File: config.mk
export PLATFORM = sky130hd
export DESIGN_NAME = at_quoted_entry_tokenizer_core_flat
export DESIGN_NICKNAME = d
export VERILOG_FILES = /design/src/hdl/atqet_pkg.sv /design/src/hdl/atqet_if.sv /design/src/hdl/at_quoted_entry_tokenizer_core.sv /design/src/hdl/atqet_lexer.sv /design/src/hdl/atqet_rsp_fifo.sv /design/src/flat_wrapper.sv
export SDC_FILE = /design/constraint.sdc
export NUM_CORES = 1
export LEC_CHECK = 0
export BUFFER_PORTS_ARGS = -buffer_cell sky130_fd_sc_hd__buf_2
export CAP_MARGIN = 20
export CORE_UTILIZATION = 50
export DETAILED_ROUTE_END_ITERATION = 16
export PLACE_DENSITY = 0.7
export SLEW_MARGIN = 20
export SYNTH_ARGS = -nofsm -noshare
export SYNTH_HDL_FRONTEND = slang
export SYNTH_HIERARCHICAL = 1
export SYNTH_SLANG_ARGS = --single-unit
File: constraint.sdc
create_clock -name clock -period 6.32 [get_ports clock]
set_input_delay 0.948 -clock clock [delete_from_list [all_inputs] [get_ports clock]]
set_output_delay 0.948 -clock clock [all_outputs]
set_load 0.01 [all_outputs]
File: src/hdl/atqet_pkg.sv
// ----------------------------------------------------------------------------
// atqet_pkg : shared types and constants of the quoted entry tokeniser
// Holds the channel payload types, the lexer state record, the keyword
// table and the small helper functions used by the lexer.
// ----------------------------------------------------------------------------
package atqet_pkg;

   localparam int RSP_DEPTH  = 4;
   localparam int RSP_PTR_W  = $clog2(RSP_DEPTH);
   localparam int RSP_CNT_W  = $clog2(RSP_DEPTH + 1);
   localparam int KW_COUNT   = 3;

   localparam logic [15:0] MAX_LEN_RESET = 16'd32000;

   localparam logic [7:0] CH_AT    = 8'h40;
   localparam logic [7:0] CH_SEMI  = 8'h3B;
   localparam logic [7:0] CH_SPACE = 8'h20;
   localparam logic [7:0] CH_TAB   = 8'h09;
   localparam logic [7:0] CH_CR    = 8'h0D;
   localparam logic [7:0] CH_LF    = 8'h0A;
   localparam logic [7:0] CH_ZERO  = 8'h30;
   localparam logic [7:0] CH_NINE  = 8'h39;

   // keywords desc, log and text; unused tail slots hold zero
   localparam logic [7:0] KW_TEXT [KW_COUNT][4] = '{
      '{8'h64, 8'h65, 8'h73, 8'h63},
      '{8'h6C, 8'h6F, 8'h67, 8'h00},
      '{8'h74, 8'h65, 8'h78, 8'h74}
   };
   localparam logic [2:0] KW_LEN [KW_COUNT] = '{3'd4, 3'd3, 3'd4};

   typedef enum logic [2:0] {
      PH_OUTSIDE = 3'b001,
      PH_STRING  = 3'b010,
      PH_AT_SEEN = 3'b100
   } phase_type;

   typedef struct packed {
      logic       mode;
      logic [7:0] data_byte;
   } req_type;

   typedef struct packed {
      logic [7:0] out_byte;
      logic       has_byte;
      logic       end_of_entry;
      logic       too_long;
   } rsp_type;

   typedef struct packed {
      logic [1:0] count;
      rsp_type    first;
      rsp_type    second;
   } lex_out_type;

   typedef struct packed {
      phase_type            phase;
      logic                 last_was_space;
      logic                 first_word_done;
      logic                 ends_with_string;
      logic [15:0]          entry_length;
      logic                 first_char_digit;
      logic [KW_COUNT-1:0]  kw_match;
      logic [2:0]           kw_pos;
   } lex_state_type;

   localparam lex_state_type CLEAR_STATE = '{
      phase:            PH_OUTSIDE,
      last_was_space:   1'b1,
      first_word_done:  1'b0,
      ends_with_string: 1'b0,
      entry_length:     16'd0,
      first_char_digit: 1'b0,
      kw_match:         {KW_COUNT{1'b1}},
      kw_pos:           3'd0
   };

   localparam rsp_type END_MARK =
      '{out_byte: 8'h00, has_byte: 1'b0, end_of_entry: 1'b1, too_long: 1'b0};
   localparam rsp_type TOO_LONG_MARK =
      '{out_byte: 8'h00, has_byte: 1'b0, end_of_entry: 1'b1, too_long: 1'b1};

   function automatic rsp_type byte_rsp(input logic [7:0] b);
      rsp_type r;
      r = '{out_byte: b, has_byte: 1'b1, end_of_entry: 1'b0, too_long: 1'b0};
      return r;
   endfunction

   function automatic logic [15:0] sat_inc(input logic [15:0] v);
      return (v == 16'hFFFF) ? v : v + 16'd1;
   endfunction

   function automatic logic is_space(input logic [7:0] b);
      return (b == CH_SPACE) || (b == CH_TAB) || (b == CH_CR) || (b == CH_LF);
   endfunction

   function automatic logic is_digit(input logic [7:0] b);
      return b inside {[CH_ZERO:CH_NINE]};
   endfunction

   // account for one byte appended to the entry
   function automatic lex_state_type track_byte(input lex_state_type s,
                                                input logic [7:0] b);
      lex_state_type t;
      t = s;
      if (!t.first_word_done) begin
         if (t.entry_length == 16'd0) begin
            t.first_char_digit = is_digit(b);
         end
         for (int k = 0; k < KW_COUNT; k++) begin
            if (t.kw_match[k] &&
                ((t.kw_pos >= KW_LEN[k]) || (KW_TEXT[k][t.kw_pos[1:0]] != b))) begin
               t.kw_match[k] = 1'b0;
            end
         end
         if (t.kw_pos != 3'd7) begin
            t.kw_pos = t.kw_pos + 3'd1;
         end
      end
      t.entry_length = sat_inc(t.entry_length);
      return t;
   endfunction

endpackage

File: src/hdl/atqet_if.sv
// ----------------------------------------------------------------------------
// atqet_if : channel interfaces of the quoted entry tokeniser
// Request, response and register write channels, each with valid/ready.
// ----------------------------------------------------------------------------
interface atqet_req_if;
   logic       valid;
   logic       ready;
   logic       mode;
   logic [7:0] data_byte;

   modport source (output valid, output mode, output data_byte, input ready);
   modport sink   (input valid, input mode, input data_byte, output ready);
endinterface

interface atqet_rsp_if;
   logic       valid;
   logic       ready;
   logic [7:0] out_byte;
   logic       has_byte;
   logic       end_of_entry;
   logic       too_long;

   modport source (output valid, output out_byte, output has_byte,
                   output end_of_entry, output too_long, input ready);
   modport sink   (input valid, input out_byte, input has_byte,
                   input end_of_entry, input too_long, output ready);
endinterface

interface atqet_csr_if;
   logic        valid;
   logic        ready;
   logic [15:0] wdata;

   modport source (output valid, output wdata, input ready);
   modport sink   (input valid, input wdata, output ready);
endinterface

File: src/hdl/at_quoted_entry_tokenizer_core.sv
// ----------------------------------------------------------------------------
// at_quoted_entry_tokenizer_core : archive entry tokeniser
// Splits an archive byte stream into entries of kept bytes, each closed by
// an end marker word, with whitespace collapsing, '@' strings, keyword and
// numeric entry endings and a length limit.
//
//   channel  dir  words carry                                   handshake
//   req_if   in   mode, data_byte                               valid/ready
//   rsp_if   out  out_byte, has_byte, end_of_entry, too_long    valid/ready
//   csr_if   in   wdata = max_entry_length                      valid/ready
//
// One request word per cycle is taken while the queue has room; a word
// lands in the input register, passes the lexer logic and is written as
// zero, one or two result words into a four-deep result queue; a result
// passes the input register and then the queue register before it leaves.
// The queue releases one word per cycle while the receiver is ready. The
// input stalls only while the queue holds more than two words. Reset is
// synchronous; no clearing pass follows.
// ----------------------------------------------------------------------------
module at_quoted_entry_tokenizer_core (
   input  logic              clock,
   input  logic              reset,
   atqet_req_if.sink         req_if,
   atqet_rsp_if.source       rsp_if,
   atqet_csr_if.sink         csr_if
);

   // input register
   logic                           in_valid_ff;
   logic                           in_valid_in;
   atqet_pkg::req_type             in_ff;
   logic                           req_take;

   // length limit register
   logic [15:0]                    max_len_ff;

   // lexer and result queue
   atqet_pkg::lex_out_type         lex_out;
   logic                           fire;
   logic [1:0]                     push_n;
   logic                           pop;
   atqet_pkg::rsp_type             head;
   logic [atqet_pkg::RSP_CNT_W-1:0] q_count;
   logic                           q_room;

   // advance the held word when the queue has room for two results
   assign fire          = in_valid_ff & q_room;
   assign req_if.ready  = ~in_valid_ff | q_room;
   assign req_take      = req_if.valid & req_if.ready;
   assign in_valid_in   = req_take | (in_valid_ff & ~fire);

   always_ff @(posedge clock) begin
      if (reset) begin
         in_valid_ff <= 1'b0;
      end else begin
         in_valid_ff <= in_valid_in;
      end
   end

   // hold the payload until a new word is taken
   always_ff @(posedge clock) begin
      if (req_take) begin
         in_ff.mode      <= req_if.mode;
         in_ff.data_byte <= req_if.data_byte;
      end
   end

   // register writes are always taken
   assign csr_if.ready = 1'b1;

   always_ff @(posedge clock) begin
      if (reset) begin
         max_len_ff <= atqet_pkg::MAX_LEN_RESET;
      end else if (csr_if.valid) begin
         max_len_ff <= csr_if.wdata;
      end
   end

   atqet_lexer u_lexer (
      .clock   (clock),
      .reset   (reset),
      .fire    (fire),
      .item    (in_ff),
      .max_len (max_len_ff),
      .lex_out (lex_out)
   );

   // drop the results of a word that is not advancing
   assign push_n = fire ? lex_out.count : 2'd0;
   assign pop    = rsp_if.valid & rsp_if.ready;

   atqet_rsp_fifo u_rsp_fifo (
      .clock       (clock),
      .reset       (reset),
      .push_n      (push_n),
      .push_first  (lex_out.first),
      .push_second (lex_out.second),
      .pop         (pop),
      .head        (head),
      .count       (q_count),
      .room        (q_room)
   );

   assign rsp_if.valid        = (q_count != '0);
   assign rsp_if.out_byte     = head.out_byte;
   assign rsp_if.has_byte     = head.has_byte;
   assign rsp_if.end_of_entry = head.end_of_entry;
   assign rsp_if.too_long     = head.too_long;

   // two results only arise when a closing '@' ends a keyword entry
   a_pair_starts_with_end: assert property (@(posedge clock) disable iff (reset)
      (fire && (lex_out.count == 2'd2)) |-> lex_out.first.end_of_entry)
      else $error("two results without a leading end marker");

   // the queue never holds more than its depth
   a_queue_bound: assert property (@(posedge clock) disable iff (reset)
      q_count <= atqet_pkg::RSP_CNT_W'(atqet_pkg::RSP_DEPTH))
      else $error("result queue overflow");

   // an end marker never carries a byte, and too_long only comes with it
   a_marker_shape: assert property (@(posedge clock) disable iff (reset)
      rsp_if.valid |-> (!(rsp_if.has_byte && rsp_if.end_of_entry) &&
                        (!rsp_if.too_long || rsp_if.end_of_entry)))
      else $error("malformed result word");

   // a held word that does not advance keeps the input register occupied
   a_hold_word: assert property (@(posedge clock) disable iff (reset)
      (in_valid_ff && !fire) |=> in_valid_ff)
      else $error("held request word lost");

endmodule

File: src/hdl/atqet_lexer.sv
// ----------------------------------------------------------------------------
// atqet_lexer : per-word entry lexer
// Holds the entry state and turns one registered input word into up to two
// result words in a single pass of logic.
// ----------------------------------------------------------------------------
module atqet_lexer (
   input  logic                  clock,
   input  logic                  reset,
   input  logic                  fire,
   input  atqet_pkg::req_type    item,
   input  logic [15:0]           max_len,
   output atqet_pkg::lex_out_type lex_out
);

   atqet_pkg::lex_state_type st_ff;
   atqet_pkg::lex_state_type st_in;
   atqet_pkg::rsp_type       r0;
   atqet_pkg::rsp_type       r_out;
   logic                     has_out;
   logic                     run_outside;
   logic [1:0]               n;
   logic [7:0]               b;

   always_comb begin
      st_in       = st_ff;
      b           = item.data_byte;
      n           = 2'd0;
      r0          = '0;
      r_out       = '0;
      has_out     = 1'b0;
      run_outside = 1'b0;

      if (item.mode) begin
         st_in = atqet_pkg::CLEAR_STATE;
         r0    = atqet_pkg::END_MARK;
         n     = 2'd1;
      end else begin
         case (st_ff.phase)
            atqet_pkg::PH_STRING: begin
               if (b == atqet_pkg::CH_AT) begin
                  st_in       = atqet_pkg::track_byte(st_in, b);
                  st_in.phase = atqet_pkg::PH_AT_SEEN;
                  r0          = atqet_pkg::byte_rsp(b);
               end else if (atqet_pkg::sat_inc(st_ff.entry_length) > max_len) begin
                  st_in = atqet_pkg::CLEAR_STATE;
                  r0    = atqet_pkg::TOO_LONG_MARK;
               end else begin
                  st_in = atqet_pkg::track_byte(st_in, b);
                  r0    = atqet_pkg::byte_rsp(b);
               end
               n = 2'd1;
            end
            atqet_pkg::PH_AT_SEEN: begin
               if (b == atqet_pkg::CH_AT) begin
                  st_in       = atqet_pkg::track_byte(st_in, b);
                  st_in.phase = atqet_pkg::PH_STRING;
                  r0          = atqet_pkg::byte_rsp(b);
                  n           = 2'd1;
               end else begin
                  // string closed; a keyword entry ends here
                  st_in.phase = atqet_pkg::PH_OUTSIDE;
                  run_outside = 1'b1;
                  if (st_ff.ends_with_string) begin
                     st_in = atqet_pkg::CLEAR_STATE;
                     r0    = atqet_pkg::END_MARK;
                     n     = 2'd1;
                  end
               end
            end
            default: begin
               st_in.phase = atqet_pkg::PH_OUTSIDE;
               run_outside = 1'b1;
            end
         endcase
      end

      if (run_outside) begin
         if (atqet_pkg::is_space(b)) begin
            if (!st_in.last_was_space) begin
               st_in.last_was_space = 1'b1;
               if (st_in.entry_length != 16'd0) begin
                  if (!st_in.first_word_done && st_in.first_char_digit) begin
                     st_in   = atqet_pkg::CLEAR_STATE;
                     r_out   = atqet_pkg::END_MARK;
                     has_out = 1'b1;
                  end else begin
                     if (!st_in.first_word_done) begin
                        for (int k = 0; k < atqet_pkg::KW_COUNT; k++) begin
                           if (st_in.kw_match[k] && (st_in.kw_pos == atqet_pkg::KW_LEN[k])) begin
                              st_in.ends_with_string = 1'b1;
                           end
                        end
                        st_in.first_word_done = 1'b1;
                     end
                     st_in   = atqet_pkg::track_byte(st_in, atqet_pkg::CH_SPACE);
                     r_out   = atqet_pkg::byte_rsp(atqet_pkg::CH_SPACE);
                     has_out = 1'b1;
                  end
               end
            end
         end else if (b == atqet_pkg::CH_SEMI) begin
            st_in   = atqet_pkg::CLEAR_STATE;
            r_out   = atqet_pkg::END_MARK;
            has_out = 1'b1;
         end else begin
            st_in.last_was_space = 1'b0;
            st_in                = atqet_pkg::track_byte(st_in, b);
            if (b == atqet_pkg::CH_AT) begin
               st_in.phase = atqet_pkg::PH_STRING;
            end
            r_out   = atqet_pkg::byte_rsp(b);
            has_out = 1'b1;
         end
      end

      lex_out.count  = n + {1'b0, has_out};
      lex_out.first  = (n == 2'd0) ? r_out : r0;
      lex_out.second = r_out;
   end

   always_ff @(posedge clock) begin
      if (reset) begin
         st_ff <= atqet_pkg::CLEAR_STATE;
      end else if (fire) begin
         st_ff <= st_in;
      end
   end

endmodule

File: src/hdl/atqet_rsp_fifo.sv
// ----------------------------------------------------------------------------
// atqet_rsp_fifo : result queue
// Takes up to two result words per cycle and releases one per handshake.
// ----------------------------------------------------------------------------
module atqet_rsp_fifo (
   input  logic                                clock,
   input  logic                                reset,
   input  logic [1:0]                          push_n,
   input  atqet_pkg::rsp_type                  push_first,
   input  atqet_pkg::rsp_type                  push_second,
   input  logic                                pop,
   output atqet_pkg::rsp_type                  head,
   output logic [atqet_pkg::RSP_CNT_W-1:0]     count,
   output logic                                room
);

   atqet_pkg::rsp_type                   mem_ff [atqet_pkg::RSP_DEPTH];
   logic [atqet_pkg::RSP_PTR_W-1:0]      wr_ptr_ff;
   logic [atqet_pkg::RSP_PTR_W-1:0]      wr_ptr_in;
   logic [atqet_pkg::RSP_PTR_W-1:0]      rd_ptr_ff;
   logic [atqet_pkg::RSP_PTR_W-1:0]      rd_ptr_in;
   logic [atqet_pkg::RSP_CNT_W-1:0]      count_ff;
   logic [atqet_pkg::RSP_CNT_W-1:0]      count_in;

   localparam logic [atqet_pkg::RSP_CNT_W-1:0] ROOM_LIMIT =
      atqet_pkg::RSP_CNT_W'(atqet_pkg::RSP_DEPTH - 2);

   assign wr_ptr_in = wr_ptr_ff + atqet_pkg::RSP_PTR_W'(push_n);
   assign rd_ptr_in = rd_ptr_ff + atqet_pkg::RSP_PTR_W'(pop);
   assign count_in  = count_ff + atqet_pkg::RSP_CNT_W'(push_n)
                    - atqet_pkg::RSP_CNT_W'(pop);

   assign head  = mem_ff[rd_ptr_ff];
   assign count = count_ff;
   assign room  = (count_ff <= ROOM_LIMIT);

   always_ff @(posedge clock) begin
      if (push_n != 2'd0) begin
         mem_ff[wr_ptr_ff] <= push_first;
      end
      if (push_n == 2'd2) begin
         mem_ff[wr_ptr_ff + atqet_pkg::RSP_PTR_W'(1)] <= push_second;
      end
   end

   always_ff @(posedge clock) begin
      if (reset) begin
         wr_ptr_ff <= '0;
         rd_ptr_ff <= '0;
         count_ff  <= '0;
      end else begin
         wr_ptr_ff <= wr_ptr_in;
         rd_ptr_ff <= rd_ptr_in;
         count_ff  <= count_in;
      end
   end

endmodule

File: src/flat_wrapper.sv
// flat-port wrapper written by rule: the top's interface ports become plain ports
module at_quoted_entry_tokenizer_core_flat 
  (clock, reset, req_if_valid, req_if_mode, req_if_data_byte, req_if_ready, rsp_if_valid, rsp_if_out_byte, rsp_if_has_byte, rsp_if_end_of_entry, rsp_if_too_long, rsp_if_ready, csr_if_valid, csr_if_wdata, csr_if_ready);
  atqet_req_if req_if_i ();
  atqet_rsp_if rsp_if_i ();
  atqet_csr_if csr_if_i ();
  input  logic clock;
  input  logic reset;
  input wire logic [$bits(req_if_i.valid)-1:0] req_if_valid;
  input wire logic [$bits(req_if_i.mode)-1:0] req_if_mode;
  input wire logic [$bits(req_if_i.data_byte)-1:0] req_if_data_byte;
  output wire logic [$bits(req_if_i.ready)-1:0] req_if_ready;
  output wire logic [$bits(rsp_if_i.valid)-1:0] rsp_if_valid;
  output wire logic [$bits(rsp_if_i.out_byte)-1:0] rsp_if_out_byte;
  output wire logic [$bits(rsp_if_i.has_byte)-1:0] rsp_if_has_byte;
  output wire logic [$bits(rsp_if_i.end_of_entry)-1:0] rsp_if_end_of_entry;
  output wire logic [$bits(rsp_if_i.too_long)-1:0] rsp_if_too_long;
  input wire logic [$bits(rsp_if_i.ready)-1:0] rsp_if_ready;
  input wire logic [$bits(csr_if_i.valid)-1:0] csr_if_valid;
  input wire logic [$bits(csr_if_i.wdata)-1:0] csr_if_wdata;
  output wire logic [$bits(csr_if_i.ready)-1:0] csr_if_ready;
  assign req_if_i.valid = req_if_valid;
  assign req_if_i.mode = req_if_mode;
  assign req_if_i.data_byte = req_if_data_byte;
  assign req_if_ready = req_if_i.ready;
  assign rsp_if_valid = rsp_if_i.valid;
  assign rsp_if_out_byte = rsp_if_i.out_byte;
  assign rsp_if_has_byte = rsp_if_i.has_byte;
  assign rsp_if_end_of_entry = rsp_if_i.end_of_entry;
  assign rsp_if_too_long = rsp_if_i.too_long;
  assign rsp_if_i.ready = rsp_if_ready;
  assign csr_if_i.valid = csr_if_valid;
  assign csr_if_i.wdata = csr_if_wdata;
  assign csr_if_ready = csr_if_i.ready;
  at_quoted_entry_tokenizer_core u_core (.clock(clock), .reset(reset), .req_if(req_if_i), .rsp_if(rsp_if_i), .csr_if(csr_if_i));
endmodule
# Word level (Yosys, flattened, before mapping)
# Memories as Yosys holds them, arrays and structs flattened. A register that Yosys moved wholly into a read port is not among the register bits.
# Index checks and enable logic that the tools add are counted.
# totals
n_memories	1
register_bits	62
output_inout_bits	14
input_bits	30
latchBits	0
ram_bits	44
mem_bits_ro	0
word_cells	193
# op_classes
mux	90
n_mul	0
n_div	0
bitwise_logic	10
add_sub_neg	10
eq_ne	24
shifts	0
n_reduce_logical	33
n_lt_le_gt_ge	10
# memory_table
memory	depth	width	read_ports	rd_ports_with_merged_regs	write_ports	line_no	rtl
u_core.u_rsp_fifo.mem_ff	4	11	1	1	2	atqet_rsp_fifo.sv:17	atqet_pkg::rsp_type mem_ff [atqet_pkg::RSP_DEPTH];
# ops
operator	count
$mux W29	9
$bmux W8 S2	6
$mux W8	12
$mux W11	8
$pmux W26 S2	1
$ne A8 B8 Y1	6
$add A16 B1 Y16 const B	2
$eq A16 B16 Y1 const B	2
$logic_not A16 Y1	2
$mux W16	2
$mux W28	1
$mux W1	27
$mux W9	3
$mux W26	1
$eq A8 B4 Y1 const B	3
$ne A8 B6 Y1 const B	3
$pmux W11 S2	1
$mux W7	3
$mux W2	10
$eq A8 B6 Y1 const B	2
$gt A16 B16 Y1	1
$reduce_bool A16 Y1	1
$logic_and A1 B1 Y1	14
$ge A3 B3 Y1 const B	4
other kinds (28)	53

# Longest topological paths before layout
# depth
word_depth	30
mapped_depth	32
depth_no_buf	28

# By module
# The synthesis kept the hierarchy.
# by_module_without_submodules
mod	seq_area_each_um2	n_inst	cells_per_inst	area_per_inst_um2
atqet_lexer	580.6	1	715	4986.0
atqet_rsp_fifo	1461.4	1	148	2643.8
at_quoted_entry_tokenizer_core	610.6	1	73	954.7

# Worst setup path after synthesis
# Ideal clock, no wire load.
# synth_timing
path_kind	register to register
startpoint	register u_core/u_lexer/st_ff[12] in the netlist's numbering
endpoint	memory u_core/u_rsp_fifo/mem_ff[0][0] in the netlist's numbering (enable)
synth_period_minus_slack_ns	6.744
arrival_time_ns	6.347
required_ns	5.923
path_stages_with_launch	25
setup_slack_ns	-0.424
path_cell_list	dfxtp_1 -> nand4_1 -> buf_4 -> or3_1 -> nor3_1 -> mux2_2 -> ha_1 -> nand4_1 -> nor4_1 -> a21boi_1 -> o31ai_2 -> buf_2 -> a22oi_1 -> and2_1 -> ha_1 -> o21ai_0 -> a221o_1 -> a2111oi_4 -> nand4_1 -> nand2_1 -> inv_1 -> ha_1 -> and3_1 -> nor2_1 -> o31ai_1
# synth_lines
element	line_no	rtl
start, declared	atqet_lexer.sv:15	atqet_pkg::lex_state_type st_ff;
start signal, assigned	atqet_lexer.sv:123	st_ff <= atqet_pkg::CLEAR_STATE;
start signal, assigned	atqet_lexer.sv:125	st_ff <= st_in;
end, declared	atqet_rsp_fifo.sv:17	

==> impl_metrics.csv <==
group,metric,value,unit
setup_path,path_max_fanout,8,
setup_path,crit_required,6.55,ns
grt,antenna_found_initial,0,
place,post-place-ws,0.0513,ns
clock_tree,ctsHoldBuffers,0,
floorplanning,die_height,133,um
grt,grt_max_degree,50,
synthesis,synth_area_leader_cell,"edfxtp_1",
sta,max_clock_freq,0.164,GHz
power,peakVddDrop,0.156,mV
synthesis,synth-seq-cells,106,
detailed_routing,drt-initial-drc-count,1046,
synthesis,synth-edff-count,53,
clock_tree,cts_sinks,106,
grt,grt_pass1_wl,40500,um
clock_tree,cts.htree.levels,3,
clock_tree,path_clk_slew,0.08,ns
layout,fill_cells,1484,
min_path,hold_path.class,"register to register",
sta,relSlewSlack,0.403,
floorplanning,die-area,17700,um2
detailed_routing,viasPerCell,6.58,
sta,clock_skew,0.00878,ns
synthesis,ys_warn_count,6,
synthesis,synth_fp_nets,1004,
layout,antennaDiodeCount,0,
power,leakage,3.71,nW
synthesis,synth_flop_cell,"edfxtp_1",
sta,hold_viol,0,
detailed_routing,firstDrtPassIters,6,
clock_tree,cts-root-buf,"clkbuf_16",
detailed_routing,drt-wirelength-per-cell,21.1,um
synthesis,syn_inst,936,
sta,slew_viol_final,0,
synthesis,yosysSeqAreaShare,0.309,
place,finalWeightedCongestion,0.975,
synthesis,synthArstFlopShare,0,
sta,setup_ws,0.218,ns
detailed_routing,drtAntennaViolNets,0,
floorplanning,io_pins,44,
sta,fin_setup_tns,0,ns
grt,overflow,0,
layout,nNetsFinal,1069,
floorplanning,coreArea,16700,um2
floorplanning,fp.dieW,133,um
sta,finalCriticalPeriod,6.10,ns
grt,first_global_vias,7491,
setup_path,cp-start-kind,"register",
synthesis,syn_area_per_cell,9.17,um2
power,finalPower,2.21,mW
synthesis,synth_most_common_cell,"nor2_1",
detailed_routing,dr_total_vias,8073,
detailed_routing,remaining_drc_errors,0,
synthesis,syn_area,8580,um2
power,p_per_area,228,nW/um2
sta,tightestPinTransition,0.894,ns
clock_tree,cts_inserted_buffers,9,
grt,track_usage,0.293,
detailed_routing,routed_wl,25800,um
sta,min_period_over_period,0.965,
clock_tree,cts_tree,"done",
sta,finalSetupViolCount,0,
floorplanning,fp-row-count,47,
synthesis,synth_common_cells,"77 x nor2_1, 62 x nand2_1, 56 x a21oi_1",
layout,area_growth,13.0,%
layout,drive_gt1_frac,0.249,
status,status,"finished clean",
floorplanning,initial_utilization,0.514,
layout,multi_input_area,5560,um2
setup_path,cp-end-kind,"register",
place,port_buffers,42,
layout,final_core_util,0.581,
clock_tree,clock_path_buffers,2,
place,dp_cells,1206,
run,maxCapViolations,0,
synthesis,synth.distinct_cells,110,
layout,seqCellArea,2650,um2
synthesis,yosysTopAreaCellShare,0.185,
synthesis,synthTopCellsByArea,"edfxtp_1 19%, dfxtp_1 12%, ha_1 5.4%",
layout,final_cells,1226,
setup_path,arrival,6.33,ns
setup_path,critPathKind,"register to register",
clock_tree,clk-insertion-delay-late,0.36,ns
place,hpwl,18900,um
## report_power, final
| part | switching (mW) | total (mW) | internal [mW] |
|---|---|---|---|
| Combinational | 0.418 | 0.768 | 0.350 |
| Sequential | 0.0734 | 0.864 | 0.790 |
| Clock | 0.299 | 0.581 | 0.282 |
| Total | 0.790 | 2.21 | 1.42 |
## cell type report
class,count,share of cell area
multi-input combinational,726,0.573
sequential,106,0.274
timing repair buffer,113,0.0766
tap,220,0.0284
clock buffer,9,0.0232
inverter,45,0.0177
clock inverter,7,0.00774
## what timing repair did
item,CTS,global route
hold endpoints to repair,0,0
setup buffers,0,4
setup endpoints to repair,0,68
resized for setup,0,14
## cell usage in the layout, fill, tap and decap left out, types with 7 or more instances in the layout
cell type	Yosys	final
nand2b_1	11	10
nand4_1	17	17
o21a_1	7	7
buf_4	7	71
a211o_1	8	8
ha_1	37	37
nand2_1	62	61
nand3_1	24	23
mux2i_1	16	16
nor4_1	10	8
xnor2_1	11	11
o21ai_0	53	52
clkbuf_16	0	9
and2_1	22	22
and3_1	13	13
a211oi_1	11	11
nor3_1	29	28
inv_1	43	43
nor2b_1	16	16
mux2_4	19	19
mux4_2	11	11
edfxtp_1	53	53
nor2_1	77	76
a21oi_1	56	56
mux2_2	27	27
buf_2	16	42
dfxtp_1	53	53
a31oi_1	9	9
## worst paths after layout
path	from	end	slack [ns]	cells after the start
max	u_core/u_lexer/st_ff[11]	u_core/u_rsp_fifo/count[2]	0.22	25
min	u_core/max_len_ff[6]	u_core/max_len_ff[6]	0.50	2
max reg2reg	u_core/u_lexer/st_ff[11]	u_core/u_rsp_fifo/count[2]	0.22	25
min reg2reg	u_core/max_len_ff[6]	u_core/max_len_ff[6]	0.50	2
## critical path, stage by stage (launching register included)
cell and delay (ns):
dfxtp_1 0.35, nand4_1 0.21, or3_4 0.48, nor3_4 0.14, mux2_2 0.39, ha_1 0.32, nand4_1 0.20, nor4_2 0.27
a21boi_4 0.27, o31ai_4 0.11, buf_4 0.18, a32oi_2 0.20, ha_1 0.18, o21ai_0 0.09, a221o_1 0.33, a2111oi_4 0.22
nand4_1 0.18, nand2_2 0.13, inv_1 0.05, ha_1 0.26, and3_1 0.19, buf_4 0.17, ha_1 0.22, fa_1 0.41
xnor3_1 0.37, nor2_1 0.04
## stage by stage
step,hold WS (ns),area (um2)
after floorplan,0.460,8620
after global placement,0.475,9290
after detailed placement,0.478,9290
after CTS,0.501,9590
after global routing,0.533,9700
final,0.501,9700
## sequential cells by signal, summed over array words and instances, names as in the netlist
| signal | count |
|---|---|
| u_core/u_rsp_fifo/mem_ff | 44 |
| u_core/u_rsp_fifo/wr_ptr_ff | 2 |
| u_core/u_rsp_fifo/count | 3 |
| u_core/in_valid_ff | 1 |
| u_core/u_lexer/st_ff | 29 |
| u_core/max_len_ff | 16 |
| u_core/in_ff | 9 |
| u_core/u_rsp_fifo/rd_ptr_ff | 2 |
## metal layers
layer,vias to the layer above,global-route usage,wire length [um]
met1,3798,0.411,11000
met2,496,0.432,11200
met4,0,0.124,1040
met3,84,0.0628,2630
met5,-,0,0
li1,3695,-,-
## logic make-up (layout without fill, tap and decap cells)
kind of cell	count (synthesis)	in the layout	share of synthesized area
xor+xnor	16	16	0.0195
fa+ha+maj	38	38	0.0563
other cells	2	2	0.000875
simple gates	340	340	0.222
buf+inv	104	174	0.0576
mux	74	74	0.118
flops	106	106	0.309
compound gates	256	256	0.217
No activity file was read; power rests on OpenSTA's default activity.
